## src/sv/kcw_pkg.sv

```systemverilog
// shared constants, codes and item types for the knee/cut waveshaper
`timescale 1ns / 1ps
`default_nettype none

package kcw_pkg;

    localparam int SAMPLE_BITS    = 16;
    localparam int FRAC           = SAMPLE_BITS - 1;
    localparam int KNEE_BITS      = SAMPLE_BITS - 1;
    localparam int CUT_BITS       = SAMPLE_BITS;
    localparam int CFG_DATA_BITS  = CUT_BITS;
    localparam int CFG_INDEX_BITS = 2;
    // |x|, |x|-knee and |cut-knee| reach 2^SAMPLE_BITS at most
    localparam int MAG_BITS       = SAMPLE_BITS + 1;
    localparam int PROD_BITS      = 2 * SAMPLE_BITS + 1;
    localparam int NUM_BITS       = 2 * SAMPLE_BITS + 2;
    localparam int HI_BITS        = NUM_BITS - SAMPLE_BITS;
    localparam int NQ_BITS        = NUM_BITS - FRAC + 1;
    localparam int QUEUE_DEPTH    = 4;
    localparam int QUEUE_PTR_BITS = $clog2(QUEUE_DEPTH);

    localparam longint ONE_L         = longint'(1) << FRAC;
    localparam longint KNEE_DEFAULT_L = (ONE_L + 5) / 10;
    localparam longint CUT_DEFAULT_L  = (3 * ONE_L + 5) / 10;
    localparam longint CUT_FLOOR_L    = (ONE_L + 50) / 100;

    localparam logic [KNEE_BITS-1:0] KNEE_DEFAULT = KNEE_BITS'(KNEE_DEFAULT_L);
    localparam logic [CUT_BITS-1:0]  CUT_DEFAULT  = CUT_BITS'(CUT_DEFAULT_L);
    localparam logic [CUT_BITS-1:0]  CUT_FLOOR    = CUT_BITS'(CUT_FLOOR_L);
    localparam logic [CUT_BITS-1:0]  CUT_MAX      = CUT_BITS'(ONE_L);
    localparam logic [SAMPLE_BITS:0] ONE_Q        = (SAMPLE_BITS+1)'(ONE_L);

    typedef enum logic [CFG_INDEX_BITS-1:0] {
        REG_KNEE_LEVEL  = 2'd0,
        REG_CUT_LEVEL   = 2'd1,
        REG_SOURCE_MODE = 2'd2,
        REG_MUTE_ENABLE = 2'd3
    } reg_index_t;

    typedef enum logic [1:0] {
        MODE_REGS        = 2'd0,
        MODE_BOTH_SAMPLE = 2'd1,
        MODE_KNEE_SAMPLE = 2'd2,
        MODE_CUT_SAMPLE  = 2'd3
    } source_mode_t;

    // classified item handed from the front to the back through the queue
    typedef struct packed {
        logic [PROD_BITS-1:0]   pm;
        logic [SAMPLE_BITS-1:0] kabs;
        logic                   neg_p;
        logic                   neg_k;
        logic                   x_le0;
        logic                   byp;
        logic [SAMPLE_BITS-1:0] bval;
        logic                   div;
        logic [SAMPLE_BITS-1:0] d;
    } item_t;

endpackage

`default_nettype wire

```

## src/sv/kcw_front.sv

```systemverilog
// front end: config registers, source select, classification and product
`timescale 1ns / 1ps
`default_nettype none

module kcw_front
    import kcw_pkg::*;
(
    input  wire logic                          clk,
    input  wire logic                          rst_n,
    input  wire logic                          cfg_write_en,
    input  wire logic [CFG_INDEX_BITS-1:0]     cfg_index,
    input  wire logic [CFG_DATA_BITS-1:0]      cfg_data,
    input  wire logic                          in_valid,
    output logic                               in_stall,
    input  wire logic signed [SAMPLE_BITS-1:0] audio_sample,
    input  wire logic signed [SAMPLE_BITS-1:0] knee_sample,
    input  wire logic signed [SAMPLE_BITS-1:0] cut_sample,
    output logic                               item_valid,
    output item_t                              item,
    input  wire logic                          item_ready
);

    typedef struct packed {
        logic [SAMPLE_BITS-1:0] x;
        logic [SAMPLE_BITS-1:0] k;
        logic [SAMPLE_BITS:0]   c;
        logic                   mute;
    } s1_t;

    typedef struct packed {
        logic [MAG_BITS-1:0]    a;
        logic [MAG_BITS-1:0]    bm;
        logic                   neg_p;
        logic                   neg_k;
        logic [SAMPLE_BITS-1:0] kabs;
        logic                   x_le0;
        logic                   byp;
        logic [SAMPLE_BITS-1:0] bval;
        logic                   div;
        logic [SAMPLE_BITS-1:0] d;
    } s2_t;

    logic [KNEE_BITS-1:0]   knee_level_reg;
    logic [CUT_BITS-1:0]    cut_level_reg;
    source_mode_t           source_mode_reg;
    logic                   mute_enable_reg;
    logic [CUT_BITS-1:0]    cut_write;
    logic [KNEE_BITS-1:0]   knee_write;

    logic                   s1_valid_reg;
    logic                   s2_valid_reg;
    s1_t                    s1_reg;
    s1_t                    s1_next;
    s2_t                    s2_reg;
    s2_t                    s2_next;
    logic                   adv;

    logic [MAG_BITS-1:0]    xe;
    logic [MAG_BITS-1:0]    m;
    logic [SAMPLE_BITS+1:0] me;
    logic [SAMPLE_BITS+1:0] ke;
    logic [SAMPLE_BITS+1:0] ce;
    logic [SAMPLE_BITS+1:0] a_full;
    logic [SAMPLE_BITS+1:0] diff;
    logic [SAMPLE_BITS+1:0] bm_full;
    logic [SAMPLE_BITS:0]   k17;
    logic [SAMPLE_BITS:0]   kabs_full;
    logic                   pass;
    logic [2*MAG_BITS-1:0]  prod_full;

    // knee and cut writes clamp into their legal ranges
    always_comb
    begin
        knee_write = cfg_data[KNEE_BITS-1:0];
        if (knee_write == '0)
        begin
            knee_write = KNEE_BITS'(1);
        end
        cut_write = cfg_data[CUT_BITS-1:0];
        if (cut_write == '0)
        begin
            cut_write = CUT_FLOOR;
        end
        else if (cut_write > CUT_MAX)
        begin
            cut_write = CUT_MAX;
        end
    end

    always_ff @(posedge clk or negedge rst_n)
    begin
        if (!rst_n)
        begin
            knee_level_reg  <= KNEE_DEFAULT;
            cut_level_reg   <= CUT_DEFAULT;
            source_mode_reg <= MODE_REGS;
            mute_enable_reg <= 1'b0;
        end
        else if (cfg_write_en)
        begin
            case (cfg_index)
                REG_KNEE_LEVEL:  knee_level_reg  <= knee_write;
                REG_CUT_LEVEL:   cut_level_reg   <= cut_write;
                REG_SOURCE_MODE: source_mode_reg <= source_mode_t'(cfg_data[1:0]);
                REG_MUTE_ENABLE: mute_enable_reg <= cfg_data[0];
                default:         ;
            endcase
        end
    end

    assign adv      = !s2_valid_reg || item_ready;
    assign in_stall = !adv;

    always_comb
    begin
        s1_next.x    = audio_sample;
        s1_next.mute = mute_enable_reg;
        if (source_mode_reg inside {MODE_BOTH_SAMPLE, MODE_KNEE_SAMPLE})
        begin
            s1_next.k = knee_sample;
        end
        else
        begin
            s1_next.k = {1'b0, knee_level_reg};
        end
        if (source_mode_reg inside {MODE_BOTH_SAMPLE, MODE_CUT_SAMPLE})
        begin
            s1_next.c = {cut_sample[SAMPLE_BITS-1], cut_sample};
        end
        else
        begin
            s1_next.c = {1'b0, cut_level_reg};
        end
    end

    // magnitude, knee test and the two factors of the bend term
    always_comb
    begin
        xe        = {s1_reg.x[SAMPLE_BITS-1], s1_reg.x};
        m         = xe[SAMPLE_BITS] ? (~xe + MAG_BITS'(1)) : xe;
        me        = {1'b0, m};
        ke        = {{2{s1_reg.k[SAMPLE_BITS-1]}}, s1_reg.k};
        ce        = {s1_reg.c[SAMPLE_BITS], s1_reg.c};
        pass      = $signed(me) < $signed(ke);
        a_full    = me - ke;
        diff      = ce - ke;
        bm_full   = diff[SAMPLE_BITS+1] ? (~diff + (SAMPLE_BITS+2)'(1)) : diff;
        k17       = {s1_reg.k[SAMPLE_BITS-1], s1_reg.k};
        kabs_full = k17[SAMPLE_BITS] ? (~k17 + (SAMPLE_BITS+1)'(1)) : k17;

        s2_next.a     = a_full[MAG_BITS-1:0];
        s2_next.bm    = bm_full[MAG_BITS-1:0];
        s2_next.neg_p = diff[SAMPLE_BITS+1];
        s2_next.neg_k = s1_reg.k[SAMPLE_BITS-1];
        s2_next.kabs  = kabs_full[SAMPLE_BITS-1:0];
        // zero counts as negative for the output sign
        s2_next.x_le0 = s1_reg.x[SAMPLE_BITS-1] || (s1_reg.x == '0);
        s2_next.byp   = s1_reg.mute || pass;
        s2_next.bval  = s1_reg.mute ? '0 : s1_reg.x;
        s2_next.div   = !s1_reg.c[SAMPLE_BITS] && (s1_reg.c != '0);
        s2_next.d     = s1_reg.c[SAMPLE_BITS-1:0];
    end

    always_ff @(posedge clk or negedge rst_n)
    begin
        if (!rst_n)
        begin
            s1_valid_reg <= 1'b0;
            s2_valid_reg <= 1'b0;
        end
        else if (adv)
        begin
            s1_valid_reg <= in_valid;
            s2_valid_reg <= s1_valid_reg;
        end
    end

    always_ff @(posedge clk)
    begin
        if (adv)
        begin
            s1_reg <= s1_next;
            s2_reg <= s2_next;
        end
    end

    assign prod_full = s2_reg.a * s2_reg.bm;

    always_comb
    begin
        item.pm    = prod_full[PROD_BITS-1:0];
        item.kabs  = s2_reg.kabs;
        item.neg_p = s2_reg.neg_p;
        item.neg_k = s2_reg.neg_k;
        item.x_le0 = s2_reg.x_le0;
        item.byp   = s2_reg.byp;
        item.bval  = s2_reg.bval;
        item.div   = s2_reg.div;
        item.d     = s2_reg.d;
    end

    assign item_valid = s2_valid_reg;

endmodule

`default_nettype wire

```

## src/sv/kcw_queue.sv

```systemverilog
// short item queue between the front end and the divider back end
`timescale 1ns / 1ps
`default_nettype none

module kcw_queue
    import kcw_pkg::*;
(
    input  wire logic  clk,
    input  wire logic  rst_n,
    input  wire logic  push_valid,
    input  wire item_t push_item,
    output logic       push_ready,
    input  wire logic  pop,
    output logic       head_valid,
    output item_t      head_item
);

    item_t                     mem_reg [QUEUE_DEPTH];
    logic [QUEUE_PTR_BITS-1:0] wr_ptr_reg;
    logic [QUEUE_PTR_BITS-1:0] rd_ptr_reg;
    logic [QUEUE_PTR_BITS:0]   count_reg;
    logic [QUEUE_PTR_BITS:0]   count_next;
    logic                      push_fire;
    logic                      pop_fire;

    assign push_ready = count_reg != (QUEUE_PTR_BITS+1)'(QUEUE_DEPTH);
    assign head_valid = count_reg != '0;
    assign head_item  = mem_reg[rd_ptr_reg];
    assign push_fire  = push_valid && push_ready;
    assign pop_fire   = pop && head_valid;

    always_comb
    begin
        count_next = count_reg;
        if (push_fire && !pop_fire)
        begin
            count_next = count_reg + (QUEUE_PTR_BITS+1)'(1);
        end
        else if (pop_fire && !push_fire)
        begin
            count_next = count_reg - (QUEUE_PTR_BITS+1)'(1);
        end
    end

    // depth is a power of two, pointers wrap on their own
    always_ff @(posedge clk or negedge rst_n)
    begin
        if (!rst_n)
        begin
            wr_ptr_reg <= '0;
            rd_ptr_reg <= '0;
            count_reg  <= '0;
        end
        else
        begin
            count_reg <= count_next;
            if (push_fire)
            begin
                wr_ptr_reg <= wr_ptr_reg + QUEUE_PTR_BITS'(1);
            end
            if (pop_fire)
            begin
                rd_ptr_reg <= rd_ptr_reg + QUEUE_PTR_BITS'(1);
            end
        end
    end

    always_ff @(posedge clk)
    begin
        if (push_fire)
        begin
            mem_reg[wr_ptr_reg] <= push_item;
        end
    end

endmodule

`default_nettype wire

```

## src/sv/kcw_back.sv

```systemverilog
// back end: numerator, pipelined restoring divider, rounding and saturation
`timescale 1ns / 1ps
`default_nettype none

module kcw_back
    import kcw_pkg::*;
(
    input  wire logic                   clk,
    input  wire logic                   rst_n,
    input  wire logic                   head_valid,
    input  wire item_t                  head_item,
    output logic                        pop,
    output logic                        out_valid,
    input  wire logic                   out_stall,
    output logic signed [SAMPLE_BITS-1:0] out_sample
);

    typedef struct packed {
        logic [NUM_BITS-1:0]    mag;
        logic                   neg_out;
        logic                   byp;
        logic [SAMPLE_BITS-1:0] bval;
        logic                   div;
        logic [SAMPLE_BITS-1:0] d;
    } num_t;

    typedef struct packed {
        logic                   neg_out;
        logic                   byp;
        logic [SAMPLE_BITS-1:0] bval;
        logic                   div;
        logic                   big;
        logic [SAMPLE_BITS-1:0] d;
        logic [SAMPLE_BITS-1:0] rem;
        logic [SAMPLE_BITS-1:0] low;
        logic [SAMPLE_BITS-1:0] quo;
        logic [SAMPLE_BITS:0]   qn;
    } div_t;

    // one quotient bit per stage
    function automatic div_t div_step(input div_t s);
        div_t                 r;
        logic [SAMPLE_BITS:0] trial;
        logic [SAMPLE_BITS:0] dif;
        r     = s;
        trial = {s.rem, s.low[SAMPLE_BITS-1]};
        dif   = trial - {1'b0, s.d};
        r.low = {s.low[SAMPLE_BITS-2:0], 1'b0};
        if (trial >= {1'b0, s.d})
        begin
            r.rem = dif[SAMPLE_BITS-1:0];
            r.quo = {s.quo[SAMPLE_BITS-2:0], 1'b1};
        end
        else
        begin
            r.rem = trial[SAMPLE_BITS-1:0];
            r.quo = {s.quo[SAMPLE_BITS-2:0], 1'b0};
        end
        return r;
    endfunction

    logic                   adv;
    logic                   num_valid_reg;
    num_t                   num_reg;
    num_t                   num_next;
    logic [SAMPLE_BITS:0]   div_valid_reg;
    div_t                   div_reg  [SAMPLE_BITS+1];
    div_t                   div_next [SAMPLE_BITS+1];
    logic                   out_valid_reg;
    logic [SAMPLE_BITS-1:0] out_sample_reg;
    logic [SAMPLE_BITS-1:0] out_sample_next;

    logic [NUM_BITS-1:0]    pm_e;
    logic [NUM_BITS-1:0]    km_e;
    logic                   neg_num;
    logic [HI_BITS-1:0]     hi;
    logic [NQ_BITS-1:0]     nq;
    logic                   ovf;
    logic                   rnd;
    logic [SAMPLE_BITS:0]   qd;
    logic [SAMPLE_BITS:0]   q;
    logic [SAMPLE_BITS:0]   qs;
    logic [SAMPLE_BITS:0]   qneg;

    assign adv = !out_valid_reg || !out_stall;
    assign pop = adv && head_valid;

    // signed-magnitude numerator: knee*ONE + (|x|-knee)*(cut-knee)
    always_comb
    begin
        pm_e = NUM_BITS'(head_item.pm);
        km_e = NUM_BITS'(head_item.kabs) << FRAC;
        if (head_item.neg_p == head_item.neg_k)
        begin
            num_next.mag = pm_e + km_e;
            neg_num      = head_item.neg_p;
        end
        else if (pm_e >= km_e)
        begin
            num_next.mag = pm_e - km_e;
            neg_num      = head_item.neg_p;
        end
        else
        begin
            num_next.mag = km_e - pm_e;
            neg_num      = head_item.neg_k;
        end
        num_next.neg_out = neg_num != head_item.x_le0;
        num_next.byp     = head_item.byp;
        num_next.bval    = head_item.bval;
        num_next.div     = head_item.div;
        num_next.d       = head_item.d;
    end

    always_comb
    begin
        hi  = num_reg.mag[NUM_BITS-1:SAMPLE_BITS];
        // quotient would need more than SAMPLE_BITS bits: saturates anyway
        ovf = hi >= HI_BITS'(num_reg.d);
        // no division: scale back by FRAC with round half up
        nq  = NQ_BITS'(num_reg.mag[NUM_BITS-1:FRAC]) + NQ_BITS'(num_reg.mag[FRAC-1]);

        div_next[0].neg_out = num_reg.neg_out;
        div_next[0].byp     = num_reg.byp;
        div_next[0].bval    = num_reg.bval;
        div_next[0].div     = num_reg.div;
        div_next[0].big     = num_reg.div ? ovf : (nq > NQ_BITS'(ONE_L));
        div_next[0].d       = num_reg.d;
        div_next[0].rem     = hi[SAMPLE_BITS-1:0];
        div_next[0].low     = num_reg.mag[SAMPLE_BITS-1:0];
        div_next[0].quo     = '0;
        div_next[0].qn      = nq[SAMPLE_BITS:0];
        for (int i = 1; i <= SAMPLE_BITS; i++)
        begin
            div_next[i] = div_step(div_reg[i-1]);
        end
    end

    // round to nearest, sign and saturate
    always_comb
    begin
        rnd  = {div_reg[SAMPLE_BITS].rem, 1'b0} >= {1'b0, div_reg[SAMPLE_BITS].d};
        qd   = {1'b0, div_reg[SAMPLE_BITS].quo} + (SAMPLE_BITS+1)'(rnd);
        q    = div_reg[SAMPLE_BITS].div ? qd : div_reg[SAMPLE_BITS].qn;
        qs   = q;
        qneg = '0;
        if (div_reg[SAMPLE_BITS].byp)
        begin
            out_sample_next = div_reg[SAMPLE_BITS].bval;
        end
        else if (div_reg[SAMPLE_BITS].neg_out)
        begin
            if (div_reg[SAMPLE_BITS].big || (q > ONE_Q))
            begin
                qs = ONE_Q;
            end
            qneg            = ~qs + (SAMPLE_BITS+1)'(1);
            out_sample_next = qneg[SAMPLE_BITS-1:0];
        end
        else
        begin
            if (div_reg[SAMPLE_BITS].big || (q > ONE_Q - (SAMPLE_BITS+1)'(1)))
            begin
                qs = ONE_Q - (SAMPLE_BITS+1)'(1);
            end
            out_sample_next = qs[SAMPLE_BITS-1:0];
        end
    end

    always_ff @(posedge clk or negedge rst_n)
    begin
        if (!rst_n)
        begin
            num_valid_reg <= 1'b0;
            div_valid_reg <= '0;
            out_valid_reg <= 1'b0;
        end
        else if (adv)
        begin
            num_valid_reg <= pop;
            div_valid_reg <= {div_valid_reg[SAMPLE_BITS-1:0], num_valid_reg};
            out_valid_reg <= div_valid_reg[SAMPLE_BITS];
        end
    end

    always_ff @(posedge clk)
    begin
        if (adv)
        begin
            num_reg        <= num_next;
            div_reg        <= div_next;
            out_sample_reg <= out_sample_next;
        end
    end

    assign out_valid  = out_valid_reg;
    assign out_sample = out_sample_reg;

endmodule

`default_nettype wire

```

## src/sv/knee_cut_waveshaper_core.sv

```systemverilog
// knee_cut_waveshaper_core: items pass the front stages, the queue, the numerator
// register, the divider and the output register; one item per cycle when not stalled
// the divider has one stage per quotient bit, a 4-entry queue absorbs output stalls
// in_stall rises once the queue is full and the front stage holds an item
// reset empties the pipeline and restores knee 0.1, cut 0.3, mode 0, mute off
`timescale 1ns / 1ps
`default_nettype none

module knee_cut_waveshaper_core
    import kcw_pkg::*;
(
    input  wire logic                          clk,
    input  wire logic                          rst_n,
    input  wire logic                          cfg_write_en,
    input  wire logic [CFG_INDEX_BITS-1:0]     cfg_index,
    input  wire logic [CFG_DATA_BITS-1:0]      cfg_data,
    input  wire logic                          in_valid,
    output logic                               in_stall,
    input  wire logic signed [SAMPLE_BITS-1:0] audio_sample,
    input  wire logic signed [SAMPLE_BITS-1:0] knee_sample,
    input  wire logic signed [SAMPLE_BITS-1:0] cut_sample,
    output logic                               out_valid,
    input  wire logic                          out_stall,
    output logic signed [SAMPLE_BITS-1:0]      out_sample
);

    logic  front_valid;
    item_t front_item;
    logic  front_ready;
    logic  head_valid;
    item_t head_item;
    logic  head_pop;

    kcw_front u_front (
        .clk          (clk),
        .rst_n        (rst_n),
        .cfg_write_en (cfg_write_en),
        .cfg_index    (cfg_index),
        .cfg_data     (cfg_data),
        .in_valid     (in_valid),
        .in_stall     (in_stall),
        .audio_sample (audio_sample),
        .knee_sample  (knee_sample),
        .cut_sample   (cut_sample),
        .item_valid   (front_valid),
        .item         (front_item),
        .item_ready   (front_ready)
    );

    kcw_queue u_queue (
        .clk        (clk),
        .rst_n      (rst_n),
        .push_valid (front_valid),
        .push_item  (front_item),
        .push_ready (front_ready),
        .pop        (head_pop),
        .head_valid (head_valid),
        .head_item  (head_item)
    );

    kcw_back u_back (
        .clk        (clk),
        .rst_n      (rst_n),
        .head_valid (head_valid),
        .head_item  (head_item),
        .pop        (head_pop),
        .out_valid  (out_valid),
        .out_stall  (out_stall),
        .out_sample (out_sample)
    );

endmodule

`default_nettype wire

```

## config.mk

```make
export PLATFORM = sky130hd
export DESIGN_NAME = knee_cut_waveshaper_core
export DESIGN_NICKNAME = d
export VERILOG_FILES = /design/src/sv/kcw_pkg.sv /design/src/sv/kcw_front.sv /design/src/sv/kcw_queue.sv /design/src/sv/kcw_back.sv /design/src/sv/knee_cut_waveshaper_core.sv
export SDC_FILE = /design/constraint.sdc
export NUM_CORES = 2
export LEC_CHECK = 0
export BUFFER_PORTS_ARGS = -buffer_cell sky130_fd_sc_hd__buf_4
export CAP_MARGIN = 20
export CORE_MARGIN = 4
export CORE_UTILIZATION = 55
export DETAILED_ROUTE_END_ITERATION = 8
export PLACE_DENSITY_LB_ADDON = 0.15
export SYNTH_ARGS = -nofsm -noshare
export SYNTH_HDL_FRONTEND = slang
export SYNTH_HIERARCHICAL = 1
export SYNTH_SLANG_ARGS = --single-unit
export TNS_END_PERCENT = 50
```

## constraint.sdc

```tcl
create_clock -name clk -period 53.5 [get_ports clk]
set_clock_uncertainty 0.1 [all_clocks]
set_input_delay 5.35 -clock clk [delete_from_list [all_inputs] [get_ports clk]]
set_output_delay 5.35 -clock clk [all_outputs]
set_load 0.03 [all_outputs]
```

==> impl_table.tex <==
\begin{tabular}{lr}
\hline
Metric & Value \\
\hline
\multicolumn{2}{l}{\textbf{Yosys}} \\
\quad Post-Syn Instances & 6656 \\
\quad Count of warnings emitted by yosys & 6 \\
\quad Combinational family with the most area after synthesis & adder cells \\
\quad Top cells by area, synth & edfxtp\_1 (62\%), ha\_1 (6.3\%), fa\_1 (5.0\%) \\
\quad EDFF count, synth & 2011 \\
\quad Total standard cell area after synthesis & 97900 sq um \\
\quad Synthesized net count & 7461 \\
\quad Post-Synth Adder-Cell Area & 0.113 \\
\quad Multiplexer fraction of the synthesized cell area & 0.0560 \\
\quad Share of Yosys cell area claimed by the top area cell type & 0.617 \\
\quad Cell type with the highest aggregate area in the netlist & edfxtp\_1 \\
\quad Synth Area per Inst & between 10 and 15 sq um \\
\quad Number of distinct library cells after synthesis & 95 \\
\quad Post-synthesis share of cell area spent on xor and xnor gates & 0.0301 \\
\quad Most used flip-flop cell after synthesis & edfxtp\_1 \\
\quad Area fraction in and, or, nand and nor cells after synthesis & 0.0627 \\
\quad Compound-cell area share of the yosys netlist & 0.0679 \\
\quad \#FFs+latches synth & 2073 \\
\quad Proportion of register bits with asynchronous set or reset after synthesis & 0.0299 \\
\quad Share of synthesized area occupied by flip-flops and latches & 0.633 \\
\multicolumn{2}{l}{\textbf{Clock network}} \\
\quad Hold buffer count at cts & 0 \\
\quad Clock root cell & clkbuf\_16 \\
\quad Buffers from clock root to sink, at most & 3 \\
\quad Clock latency at the later pin of the worst-skew pair & 0.82 ns \\
\quad Number of clock sinks & 2073 \\
\quad Clock tree from TritonCTS & yes \\
\quad Post-cts repair resize count & 0 \\
\quad Setup Fix Bufs, Post-CTS & 0 \\
\quad Number of buffers created by CTS & 208 \\
\quad Clock slew at the register clock pins of the worst setup and hold paths & 0.06 ns \\
\quad H-tree levels & 4 \\
\multicolumn{2}{l}{\textbf{Timing}} \\
\quad Post-route clock period utilization & 0.162 \\
\quad Maximum clock rate & 116 MHz \\
\quad Final setup violation count & 0 \\
\quad Final Hold Fails & 0 \\
\quad Setup repair after global routing missed its margin & false \\
\quad Min cycle time layout & between 8 and 9 ns \\
\quad Final Worst Setup Slack & 44.86 ns \\
\quad Worst-margin pin slew & approximately 1.2 ns \\
\quad Final number of max-transition violations & 0 \\
\quad Setup TNS & 0 ns \\
\quad Relative max-transition margin & 0.220 \\
\multicolumn{2}{l}{\textbf{Min path}} \\
\quad Hold WC Path Type & reg -> reg \\
\multicolumn{2}{l}{\textbf{Detailed routing}} \\
\quad Routed length per instance & 19.7 um \\
\quad Drt initial violations & 3569 \\
\quad Remaining routing DRC violations & 0 \\
\quad Via count & 52.1k \\
\quad Total routed wirelength & 184000 um \\
\quad Average via count per standard cell & 5.57 \\
\quad Final ANT Viol Nets & 0 \\
\quad Pre-Repair DR Iteration Count & 8 \\
\multicolumn{2}{l}{\textbf{GRT}} \\
\quad Global-route wire length before repair & 293000 um \\
\quad Residual overflow from global routing & 0 \\
\quad Initial antenna violation count & 4 \\
\quad Total GRT Usage & 0.201 \\
\quad Largest net degree at the start of global routing & 198 \\
\quad Via count of the first global-routing pass & 52.5k \\
\multicolumn{2}{l}{\textbf{Layout}} \\
\quad Area grow syn2layout & 10.4\% \\
\quad Share of cells above drive strength 1 & 0.128 \\
\quad Fill cells & 13.2k \\
\quad Final core utilization & 0.612 \\
\quad Number of flip-flops under the largest register name & approximately 1.0k \\
\quad Non-Filler Cell Area, Final & 108000 sq um \\
\quad Final nets & 7634 \\
\multicolumn{2}{l}{\textbf{Floorplanning}} \\
\quad Initial standard-cell utilization of the core & 0.554 \\
\quad Horizontal extent of the die & 430 um \\
\quad Area of the core region & about 180000 sq um \\
\quad Boundary Pins & 89 \\
\quad Total die area & 185000 sq um \\
\quad Die outline height & around 430 um \\
\quad Total number of placement rows & 154 \\
\multicolumn{2}{l}{\textbf{Placement}} \\
\quad Number of buffer cells added on primary ports & 88 \\
\quad Last weighted congestion value of the routability-driven placer & 0.878 \\
\quad Cell area after placement & 101000 sq um \\
\quad Post-Place Worst Slack & 43.62 ns \\
\quad Detail Placement HPWL & 129000 um \\
\multicolumn{2}{l}{\textbf{Flow run}} \\
\quad Number of max-cap violations & 0 \\
\multicolumn{2}{l}{\textbf{Setup path}} \\
\quad Required time worst endpoint & 53.84 ns \\
\quad Top cell by count, worst path & buf\_4 \\
\quad Class of the most critical setup path & in -> reg \\
\quad Worst path max stage delay & 0.78 ns \\
\quad Startpoint type of the worst setup path & input port \\
\quad Capturing element type of the critical path & flip-flop \\
\quad Maximum fanout encountered on the critical timing path & 191 \\
\quad Cell with the largest stage delay on the worst path & buf\_12 \\
\quad Worst Path Buf+Inv & 6 \\
\quad CP top delay family & buffers and inverters \\
\quad Ordered list of cells on the worst path & buf\_4 -> nand2\_4 -> buf\_12 -> buf\_4 -> buf\_4 -> buf\_16 -> buf\_4 \\
\quad Critical Path AT & 8.99 ns \\
\multicolumn{2}{l}{\textbf{Outcome}} \\
\quad Status & finished clean \\
\hline
\end{tabular}
==> area by class of cell <==
class,instances,area [sq um],share of cell area
Tap cell,2340,2930,0.0271
Timing Repair Buffer,141,1130,0.0104
Clock inverter,139,1640,0.0152
Clock buffer,247,5390,0.0499
Multi-Input combinational cell,3692,32300,0.299
Sequential cell,2073,62000,0.574
Inverter,713,2680,0.0248
Antenna cell,2,5.00,0.0000463
==> worst reg2reg max path, stage by stage (launching register included) <==
cell      delay, ns
edfxtp_1       0.91
nand2_1        0.19
fa_1           0.57
inv_1          0.05
fa_1           0.50
inv_1          0.06
fa_1           0.53
inv_1          0.05
fa_1           0.48
fa_1           0.51
inv_1          0.05
fa_1           0.47
inv_1          0.04
ha_1           0.32
and3_1         0.24
nand4_1        0.12
a211oi_1       0.25
a31oi_1        0.11
a21oi_1        0.31
a41oi_1        0.29
a31oi_1        0.32
a21oi_1        0.13
xnor2_1        0.62
==> metal layers <==
metal,global-route usage,share of wire,vias to the layer above
met5,0,0,-
met4,0.0786,0.040,0
met3,0.0302,0.042,348
met2,0.337,0.49,1200
met1,0.266,0.43,25692
li1,-,-,24840
==> final timing paths <==
path	from	endpoint	slack [ns]	depth (start not counted)
worst min register to register	u_back/div_next[101]	u_back/div_next[0]	0.27	0
min in group asynchronous	rst_n	u_front/s1_valid_reg	4.58	1
worst max register to register	u_front/s2_reg[61]	u_queue/mem_reg[0][81]	46.01	22
max in group asynchronous	rst_n	u_queue/rd_ptr_reg[0]	47.99	1
worst max-delay path	out_stall	u_back/div_next[209]	44.86	7
worst min-delay path	u_back/div_next[101]	u_back/div_next[0]	0.27	0
==> Yosys cell counts, types with 46 or more instances <==
cell type  number
nand4_1        84
nand2_1       364
nor2b_1        86
buf_4          57
mux4_2         86
nor2_1        232
nor4_1         47
fa_1          244
nand3_1        51
mux2_2        275
o21ai_0       148
a21oi_1       280
nor3_1         52
a21o_1        113
edfxtp_1     2011
dfrtp_1        48
ha_1          490
and2_1        137
inv_1         713
xnor2_1       226
a31oi_1        46
clkbuf_1       78
xor2_1        103
==> through the flow <==
stage	hold WS, ns	std cells
6_report	0.269	9347
5_1_grt	0.270	9345
3_3_place_gp	0.300	8956
3_5_place_dp	0.305	8957
2_1_floorplan	0.300	6656
4_1_cts	0.270	9343
==> cell families after synthesis <==
family | after synthesis
flip-flops | 2073
AND/OR/NAND/NOR | 1220
AO/OA/AOI/OAI | 995
buffers and inverters | 891
adder cells (fa/ha/maj) | 737
multiplexers | 406
XOR/XNOR | 332
other | 2
==> placed cells by master (no fill, tap or decap), types with 38 or more instances in the layout <==
| cell | instances |
|---|---|
| xor2_1 | 103 |
| nor2_1 | 231 |
| dfrtp_1 | 46 |
| a21o_1 | 113 |
| a31oi_1 | 46 |
| buf_4 | 136 |
| mux2_2 | 275 |
| o211ai_1 | 43 |
| o21a_1 | 45 |
| and2_1 | 133 |
| o21ai_0 | 148 |
| nor4_1 | 47 |
| o21bai_1 | 38 |
| inv_1 | 713 |
| nand3_1 | 51 |
| nand4_1 | 84 |
| nand2_1 | 363 |
| a21oi_1 | 280 |
| mux4_2 | 86 |
| clkinv_2 | 39 |
| nor2b_1 | 86 |
| nor3_1 | 52 |
| ha_1 | 490 |
| edfxtp_1 | 2011 |
| fa_1 | 244 |
| clkbuf_16 | 209 |
| xnor2_1 | 226 |
| mux2i_1 | 45 |
Power is left out: the tool's default activity adds up to more than one toggle a clock period on the data nets, which glitch-free logic cannot reach.
